File: config.mk
export PLATFORM = sky130hd
export DESIGN_NAME = i64dec_dabble
export DESIGN_NICKNAME = d
export VERILOG_FILES = /design/src/design/i64dec_pkg.sv /design/src/design/i64dec_dabble.sv
export VERILOG_INCLUDE_DIRS = /design/src /design/src/design
export SDC_FILE = /design/constraint.sdc
export NUM_CORES = 1
export LEC_CHECK = 0
export BUFFER_PORTS_ARGS = -buffer_cell sky130_fd_sc_hd__buf_2
export CORE_ASPECT_RATIO = 1.2
export CORE_UTILIZATION = 56
export CTS_BUF_LIST = sky130_fd_sc_hd__clkbuf_8 sky130_fd_sc_hd__clkbuf_16
export DETAILED_ROUTE_END_ITERATION = 12
export GPL_ROUTABILITY_DRIVEN = 0
export PLACE_DENSITY = 0.87
export RECOVER_POWER = 50
export SYNTH_ARGS = -nofsm -noshare
export SYNTH_HDL_FRONTEND = slang
export SYNTH_SLANG_ARGS = --single-unit
File: constraint.sdc
create_clock -name i_clk -period 5.66 [get_ports i_clk]
set_clock_uncertainty 0.15 [all_clocks]
set_input_delay 1.132 -clock i_clk [delete_from_list [all_inputs] [get_ports i_clk]]
set_output_delay 1.132 -clock i_clk [all_outputs]
set_load 0.1 [all_outputs]
File: src/design/assert_macros.svh
// ---------------------------------------------------------------------------
// assertion macros
// shared concurrent assertion forms, clocked on i_clk, off during reset
// ---------------------------------------------------------------------------
`ifndef ASSERT_MACROS_SVH
`define ASSERT_MACROS_SVH

// property holds at every edge out of reset
`define ASSERT_ALWAYS(label, prop, msg) \
    label: assert property (@(posedge i_clk) disable iff (!i_rst_n) (prop)) \
        else $error(msg);

// consequent holds at the edge after the antecedent
`define ASSERT_NEXT(label, ante, cons, msg) \
    label: assert property (@(posedge i_clk) disable iff (!i_rst_n) \
        (ante) |=> (cons)) else $error(msg);

`endif

File: src/design/i64dec_pkg.sv
// ---------------------------------------------------------------------------
// i64dec_pkg
// shared widths, character codes and bcd helpers for the decimal text core
// ---------------------------------------------------------------------------
package i64dec_pkg;

    localparam int VALUE_BITS        = 64;
    localparam int LIMIT_BITS        = 8;
    localparam int CHAR_BITS         = 7;
    localparam int VALUE_WIDTH_DEF   = 64;

    localparam logic [CHAR_BITS-1:0] CHAR_ZERO  = 7'd48;
    localparam logic [CHAR_BITS-1:0] CHAR_MINUS = 7'd45;
    localparam logic [CHAR_BITS-1:0] CHAR_END   = 7'd0;

    // decimal digits needed for a magnitude up to 2**(w-1)
    function automatic int num_digits(input int w);
        return ((w - 1) * 30103) / 100000 + 1;
    endfunction

    // double-dabble digit correction
    function automatic logic [3:0] add3(input logic [3:0] d);
        return (d > 4'd4) ? d + 4'd3 : d;
    endfunction

    typedef struct packed {
        logic busy;
        logic done;
    } t_dab_stat;

endpackage

File: src/design/i64dec_dabble.sv
// ---------------------------------------------------------------------------
// i64dec_dabble
// bit-serial binary to bcd converter, one magnitude bit per cycle
// ---------------------------------------------------------------------------
`include "assert_macros.svh"

module i64dec_dabble
    import i64dec_pkg::*;
#(
    parameter int VALUE_WIDTH = VALUE_WIDTH_DEF,
    parameter int BCD_DIGITS  = num_digits(VALUE_WIDTH)
) (
    input  logic                      i_clk,
    input  logic                      i_rst_n,
    input  logic                      i_start,
    input  logic [VALUE_WIDTH-1:0]    i_mag,
    output logic [4*BCD_DIGITS-1:0]   o_bcd,
    output t_dab_stat                 o_stat
);

    localparam int CntW = $clog2(VALUE_WIDTH + 1);

    logic [VALUE_WIDTH-1:0]  r_mag;
    logic [4*BCD_DIGITS-1:0] r_bcd;
    logic [4*BCD_DIGITS-1:0] n_adj;
    logic [CntW-1:0]         r_cnt;
    logic                    r_busy;
    logic                    r_done;

    // correct every digit ahead of the shift
    always_comb begin
        for (int i = 0; i < BCD_DIGITS; i++) begin
            n_adj[4*i +: 4] = add3(r_bcd[4*i +: 4]);
        end
    end

    always_ff @(posedge i_clk) begin
        if (!i_rst_n) begin
            r_busy <= 1'b0;
            r_done <= 1'b0;
            r_cnt  <= '0;
        end else begin
            r_done <= 1'b0;
            if (i_start) begin
                r_busy <= 1'b1;
                r_cnt  <= CntW'(VALUE_WIDTH);
                r_mag  <= i_mag;
                r_bcd  <= '0;
            end else if (r_busy) begin
                r_bcd <= {n_adj[4*BCD_DIGITS-2:0], r_mag[VALUE_WIDTH-1]};
                r_mag <= {r_mag[VALUE_WIDTH-2:0], 1'b0};
                r_cnt <= r_cnt - CntW'(1);
                if (r_cnt == CntW'(1)) begin
                    r_busy <= 1'b0;
                    r_done <= 1'b1;
                end
            end
        end
    end

    assign o_bcd       = r_bcd;
    assign o_stat.busy = r_busy;
    assign o_stat.done = r_done;

    `ASSERT_ALWAYS(a_busy_cnt, !r_busy || r_cnt != '0, "dabble busy with zero count")
    `ASSERT_NEXT(a_done_pulse, r_done, !r_done && !r_busy, "dabble done not a single pulse")
    `ASSERT_ALWAYS(a_start_idle, !i_start || !r_busy, "dabble restarted while busy")

endmodule
Yosys cells after proc, flatten, opt, wreduce, memory -nomap -nowiden
Cells that the tools add are included.
{ "totals": {"ff_bits": 149, "input_bits": 67, "out_inout_bits": 78, "word_cells": 80} }
{ "classes": {"n_addsub": 20, "n_lt_le_gt_ge": 19, "n_eq_ne": 1, "mux": 28, "n_bitwise": 2, "reduce_logical": 4} }
{ "op_table": {"columns": ["cell", "n"], "rows": [
  ["$mux W64", 2],
  ["$gt A4 B3 Y1 const B", 19],
  ["$mux W76", 1],
  ["$add A4 B2 Y4 const B", 18],
  ["$mux W4", 18],
  ["$mux W7", 2],
  ["$eq A7 B1 Y1 const B", 1],
  ["$sub A7 B1 Y7 const B", 1],
  ["$mux W1", 4],
  ["$add A3 B2 Y3 const B", 1],
  ["$mux W3", 1],
  ["$reduce_or A3 Y1", 1],
  ["$not A1 Y1", 2],
  ["$reduce_and A2 Y1", 1],
  ["$reduce_bool A2 Y1", 1],
  ["$reduce_or A2 Y1", 1]
]} }

Logic depth before layout (Yosys ltp)
{ "logic_depth": {"word_depth": 4, "mapped_depth": 5, "depth_no_buf": 5} }

Worst setup path after synthesis
No wires, ideal clock.
{ "synth_path": {"path_type": "input port to flip-flop", "start": "input i_start", "end": "register r_busy", "setup_time_ns": 0.072, "t_arrival_ns": 5.104, "required_ns": 5.438, "slack_ns": 0.334, "path_stages": 4, "path_buffers": 2, "cell_sequence": "buf_2 > buf_2 > o21a_1 > o41a_1"} }
{ "synth_between": {"elab_chain_len": 1} }
{ "synth_rtl": {"columns": ["element", "line_no", "rtl"], "rows": [
  ["start, declared", "i64dec_dabble.sv:15", "input logic i_start,"],
  ["$mux W1", "i64dec_dabble.sv:44", "if (i_start) begin"],
  ["end signal, assigned", "i64dec_dabble.sv:39", "r_busy <= 1'b0;"],
  ["end signal, assigned", "i64dec_dabble.sv:45", "r_busy <= 1'b1;"],
  ["end signal, assigned", "i64dec_dabble.sv:54", "r_busy <= 1'b0;"],
  ["end, declared", "i64dec_dabble.sv:27", "logic r_busy;"]
]} }
Every way passes these cells.
A chain may end at the register's enable or synchronous reset.

Final worst setup path
{ "layout_path": {"start": "input i_start", "end": "register r_bcd[47] (netlist: o_bcd[47]) (enable)"} }
{ "layout_between": {"elab_chain_len": 2} }
{ "layout_rtl": {"columns": ["element", "line_no", "rtl"], "rows": [
  ["$reduce_bool A2 Y1 (no line)", null, null],
  ["$reduce_and A2 Y1 (no line)", null, null],
  ["end signal, assigned", "i64dec_dabble.sv:50", "r_bcd <= {n_adj[4*BCD_DIGITS-2:0], r_mag[VALUE_WIDTH-1]};"],
  ["end, declared", "i64dec_dabble.sv:24", "logic [4*BCD_DIGITS-1:0] r_bcd;"]
]} }
Every way passes these cells.

==> flow_summary.rst <==
.. list-table::
   :header-rows: 1

   * - Metric
     - Value
   * - Status
     - completed
   * - Cts repair resizes
     - 0
   * - Dpl ws
     - 2.05 ns
   * - TNS Setup
     - 0 ns
   * - Number of nets with antenna violations after routing
     - 0
   * - Total congestion overflow after global routing
     - 0
   * - Most common cell after layout, fill and taps aside
     - edfxtp_1
   * - Mean instance size in the synthesized netlist
     - 12.0 um2
   * - Fraction of final layout cells sized beyond drive strength 1
     - 12.9%
   * - Vias per cell
     - 5.57
   * - Power density over the cells
     - 343 mW/mm2
   * - Number of clock buffers inserted by TritonCTS
     - 17
   * - Buffers on Ports
     - 144
   * - Final #Nets
     - 891
   * - Worst Path Arrival
     - 3.09 ns
   * - Clock tree sinks
     - 149
   * - CTS H-tree lvls
     - 4
   * - Antenna violations before repair
     - 0
   * - Layout overhead on the synthesized area
     - 18.0%
   * - Number of cells on the worst reg-to-reg path
     - 2
   * - Global-route wire length before repair
     - 24.2 mm
   * - Die Area
     - 0.0142 mm2
   * - Highest clock frequency the design can meet
     - 315 MHz
   * - Critical path's slowest cell
     - o21a_4
   * - Count of final max-slew check failures
     - 0
   * - Worst reg2reg path startpoint
     - r_busy
   * - Yosys warns
     - 0
   * - Setup crit start kind
     - input pin
   * - Antenna Diode Count
     - 0
   * - Max capacitance violation total
     - 0
   * - Count of flip-flops with a built-in enable after synthesis
     - 140
   * - Commonest register cell after synthesis
     - edfxtp_1
   * - Critical setup path kind
     - input pin to register
   * - Startpoint of the worst setup timing path
     - i_start
   * - Minimum clock period after layout
     - 3.18 ns
   * - Crit-path cells
     - buf_4 > o21a_4 > buf_12
   * - Cell area after synthesis
     - 0.00767 mm2
   * - Register bit count reported by yosys
     - 149
   * - Total routing resource utilization after global routing
     - 22.5%
   * - Count of mapped cells out of synthesis
     - 638
   * - Filler cell count in the final layout
     - 995
   * - Critical register-to-register path endpoint
     - o_bcd[47]
   * - Hold_buf cts
     - 0
   * - Drc violations
     - 0
   * - Crit share post-route
     - 56.1%
   * - Unrepaired setup endpoints after global routing
     - false
   * - Clock Path Buffers
     - 2
   * - VDD IR-drop max
     - 0.215 mV
   * - HPWL after detailed placement
     - 10.5 mm
   * - Smallest hold slack
     - 0.337 ns
   * - Cell Rows
     - 46
   * - End point of the critical path
     - o_bcd[47]
   * - Proportion of synthesized flip-flops having asynchronous set or reset
     - 0%
   * - Portion of the post-synthesis area used by sequential elements
     - 57.2%
   * - Ports
     - 145
   * - Worst R2R Setup Slack
     - 3.33 ns
   * - Routed length per placed instance
     - 16.0 um
   * - CTS Root Buffer Type
     - clkbuf_16
   * - Relative slew margins
     - 17.7%
   * - Via count of the routed design
     - 5,371
   * - Final setup violation count
     - 0
   * - Length of the first detailed-routing pass in iterations
     - 4
   * - Peak fanout along the critical path
     - 78
   * - Clock Pin Slew Worst Setup and Hold Paths
     - 0.06 ns
   * - Die Y
     - 130 um
   * - P_leak
     - 3.37 nW
   * - Number of nets in the synthesized netlist
     - 745
   * - Class of the worst hold path
     - register to register
   * - Via count of the first global-routing pass
     - 5,277
   * - Kind of end point of the critical path
     - register
   * - Area of the core
     - 0.0133 mm2
   * - Starting utilization of the core area
     - 57.7%
   * - Largest net degree at the start of global routing
     - 79
   * - Final hold violation count
     - 0
   * - Final WS setup
     - 2.48 ns
   * - Number of distinct standard cells referenced by the synthesized netlist
     - 32
   * - Critical Path RT
     - 5.57 ns
   * - Slew @ Worst Pin
     - 1.24 ns
   * - Commonest cells after routing, fill and taps aside
     - edfxtp_1 (140), clkbuf_1 (78), nor3_1 (76), buf_2 (65), mux2_1 (63)
   * - Starting DRC count in detailed routing
     - 264
   * - Total length of routed wires
     - 15.4 mm
   * - Die Wd
     - 109 um
   * - Number of buffers added for setup after CTS
     - 0
   * - CP peak stage delay
     - 0.78 ns
   * - Worst-skew pair later-pin latency
     - 0.41 ns
   * - Final Power
     - 3.11 mW
   * - TritonCTS clock tree
     - yes
## synthesized netlist by cell type, drive strengths merged, types with 3 or more instances
cell type | number | area share (%)
a21oi | 37 | 2.4
buf | 19 | 1.3
dfxtp | 9 | 2.3
edfxtp | 140 | 55
ha | 40 | 6.5
inv | 41 | 2.0
mux2 | 63 | 9.3
nand2 | 36 | 1.8
nor2 | 22 | 1.1
nor2b | 40 | 3.3
nor3 | 76 | 5.0
o21a | 39 | 3.8
o21ai | 37 | 2.4
or3 | 18 | 1.5
or3b | 4 | 0.46
xnor2 | 3 | 0.34
## per-layer routing
metal,track usage [%],vias up,share of wire [%]
met5,0,-,0
met4,7.07,0,1.4
met3,7.79,20,6.1
met2,41.4,143,52
met1,23.9,2571,40
li1,-,2637,-
## where the power goes
group / switching (mW) / internal [mW]
Combinational: 0.444 / 0.143
Sequential: 0.0672 / 1.31
Clock: 0.450 / 0.696
Total: 0.961 / 2.14
## how the worst min path moves through the flow
| stage | from | end | cells past startpoint |
|---|---|---|---|
| 2_1_floorplan | r_cnt[6] | r_done | 1 |
| 3_3_place_gp | r_cnt[6] | r_done | 1 |
| 3_5_place_dp | r_cnt[6] | r_done | 1 |
| 4_1_cts | r_cnt[6] | r_done | 1 |
| 5_1_grt | r_cnt[6] | r_done | 1 |
| 6_report | r_cnt[6] | r_done | 1 |
## area by class of cell
type	instances	area (um2)	share of cell area, %
clock inverter	15	181	2.01
clock buffer	17	425	4.70
inverter	41	154	1.70
timing repair buffer	146	653	7.22
tap	168	210	2.32
sequential	149	4380	48.5
multi-input combinational	429	3040	33.6
## through the flow
step                      instances  instance area, um2  util (%)
after floorplan                 638                7670         -
after global placement          933                8540      64.2
after detailed placement        933                8540      64.2
after CTS                       965                9140      68.8
after global routing            965                9040      68.0
final                           965                9040      68.0
## registers in the layout (all words and copies together) (netlist names)
signal and count:
o_bcd 76, r_done 1, r_mag 64, r_cnt 7
r_busy 1
## kinds of logic (layout without fill, tap and decap cells)
logic type               after synthesis  after routing  share of synthesized area [%]
adder cells (fa/ha/maj)               40             40                           6.53
XOR/XNOR                               4              4                          0.457
buffers and inverters                 60            219                           3.31
flip-flops                           149            149                           57.2
multiplexers                          63             63                           9.25
AO/OA/AOI/OAI                        118            118                           9.22
AND/OR/NAND/NOR                      204            204                           14.1
## worst max-delay path, delay by kind of cell
family	cells	cell delay (ns)
AO/OA/AOI/OAI	1	0.78
buffers and inverters	2	1.03
Power figures use the tool's default switching activity.
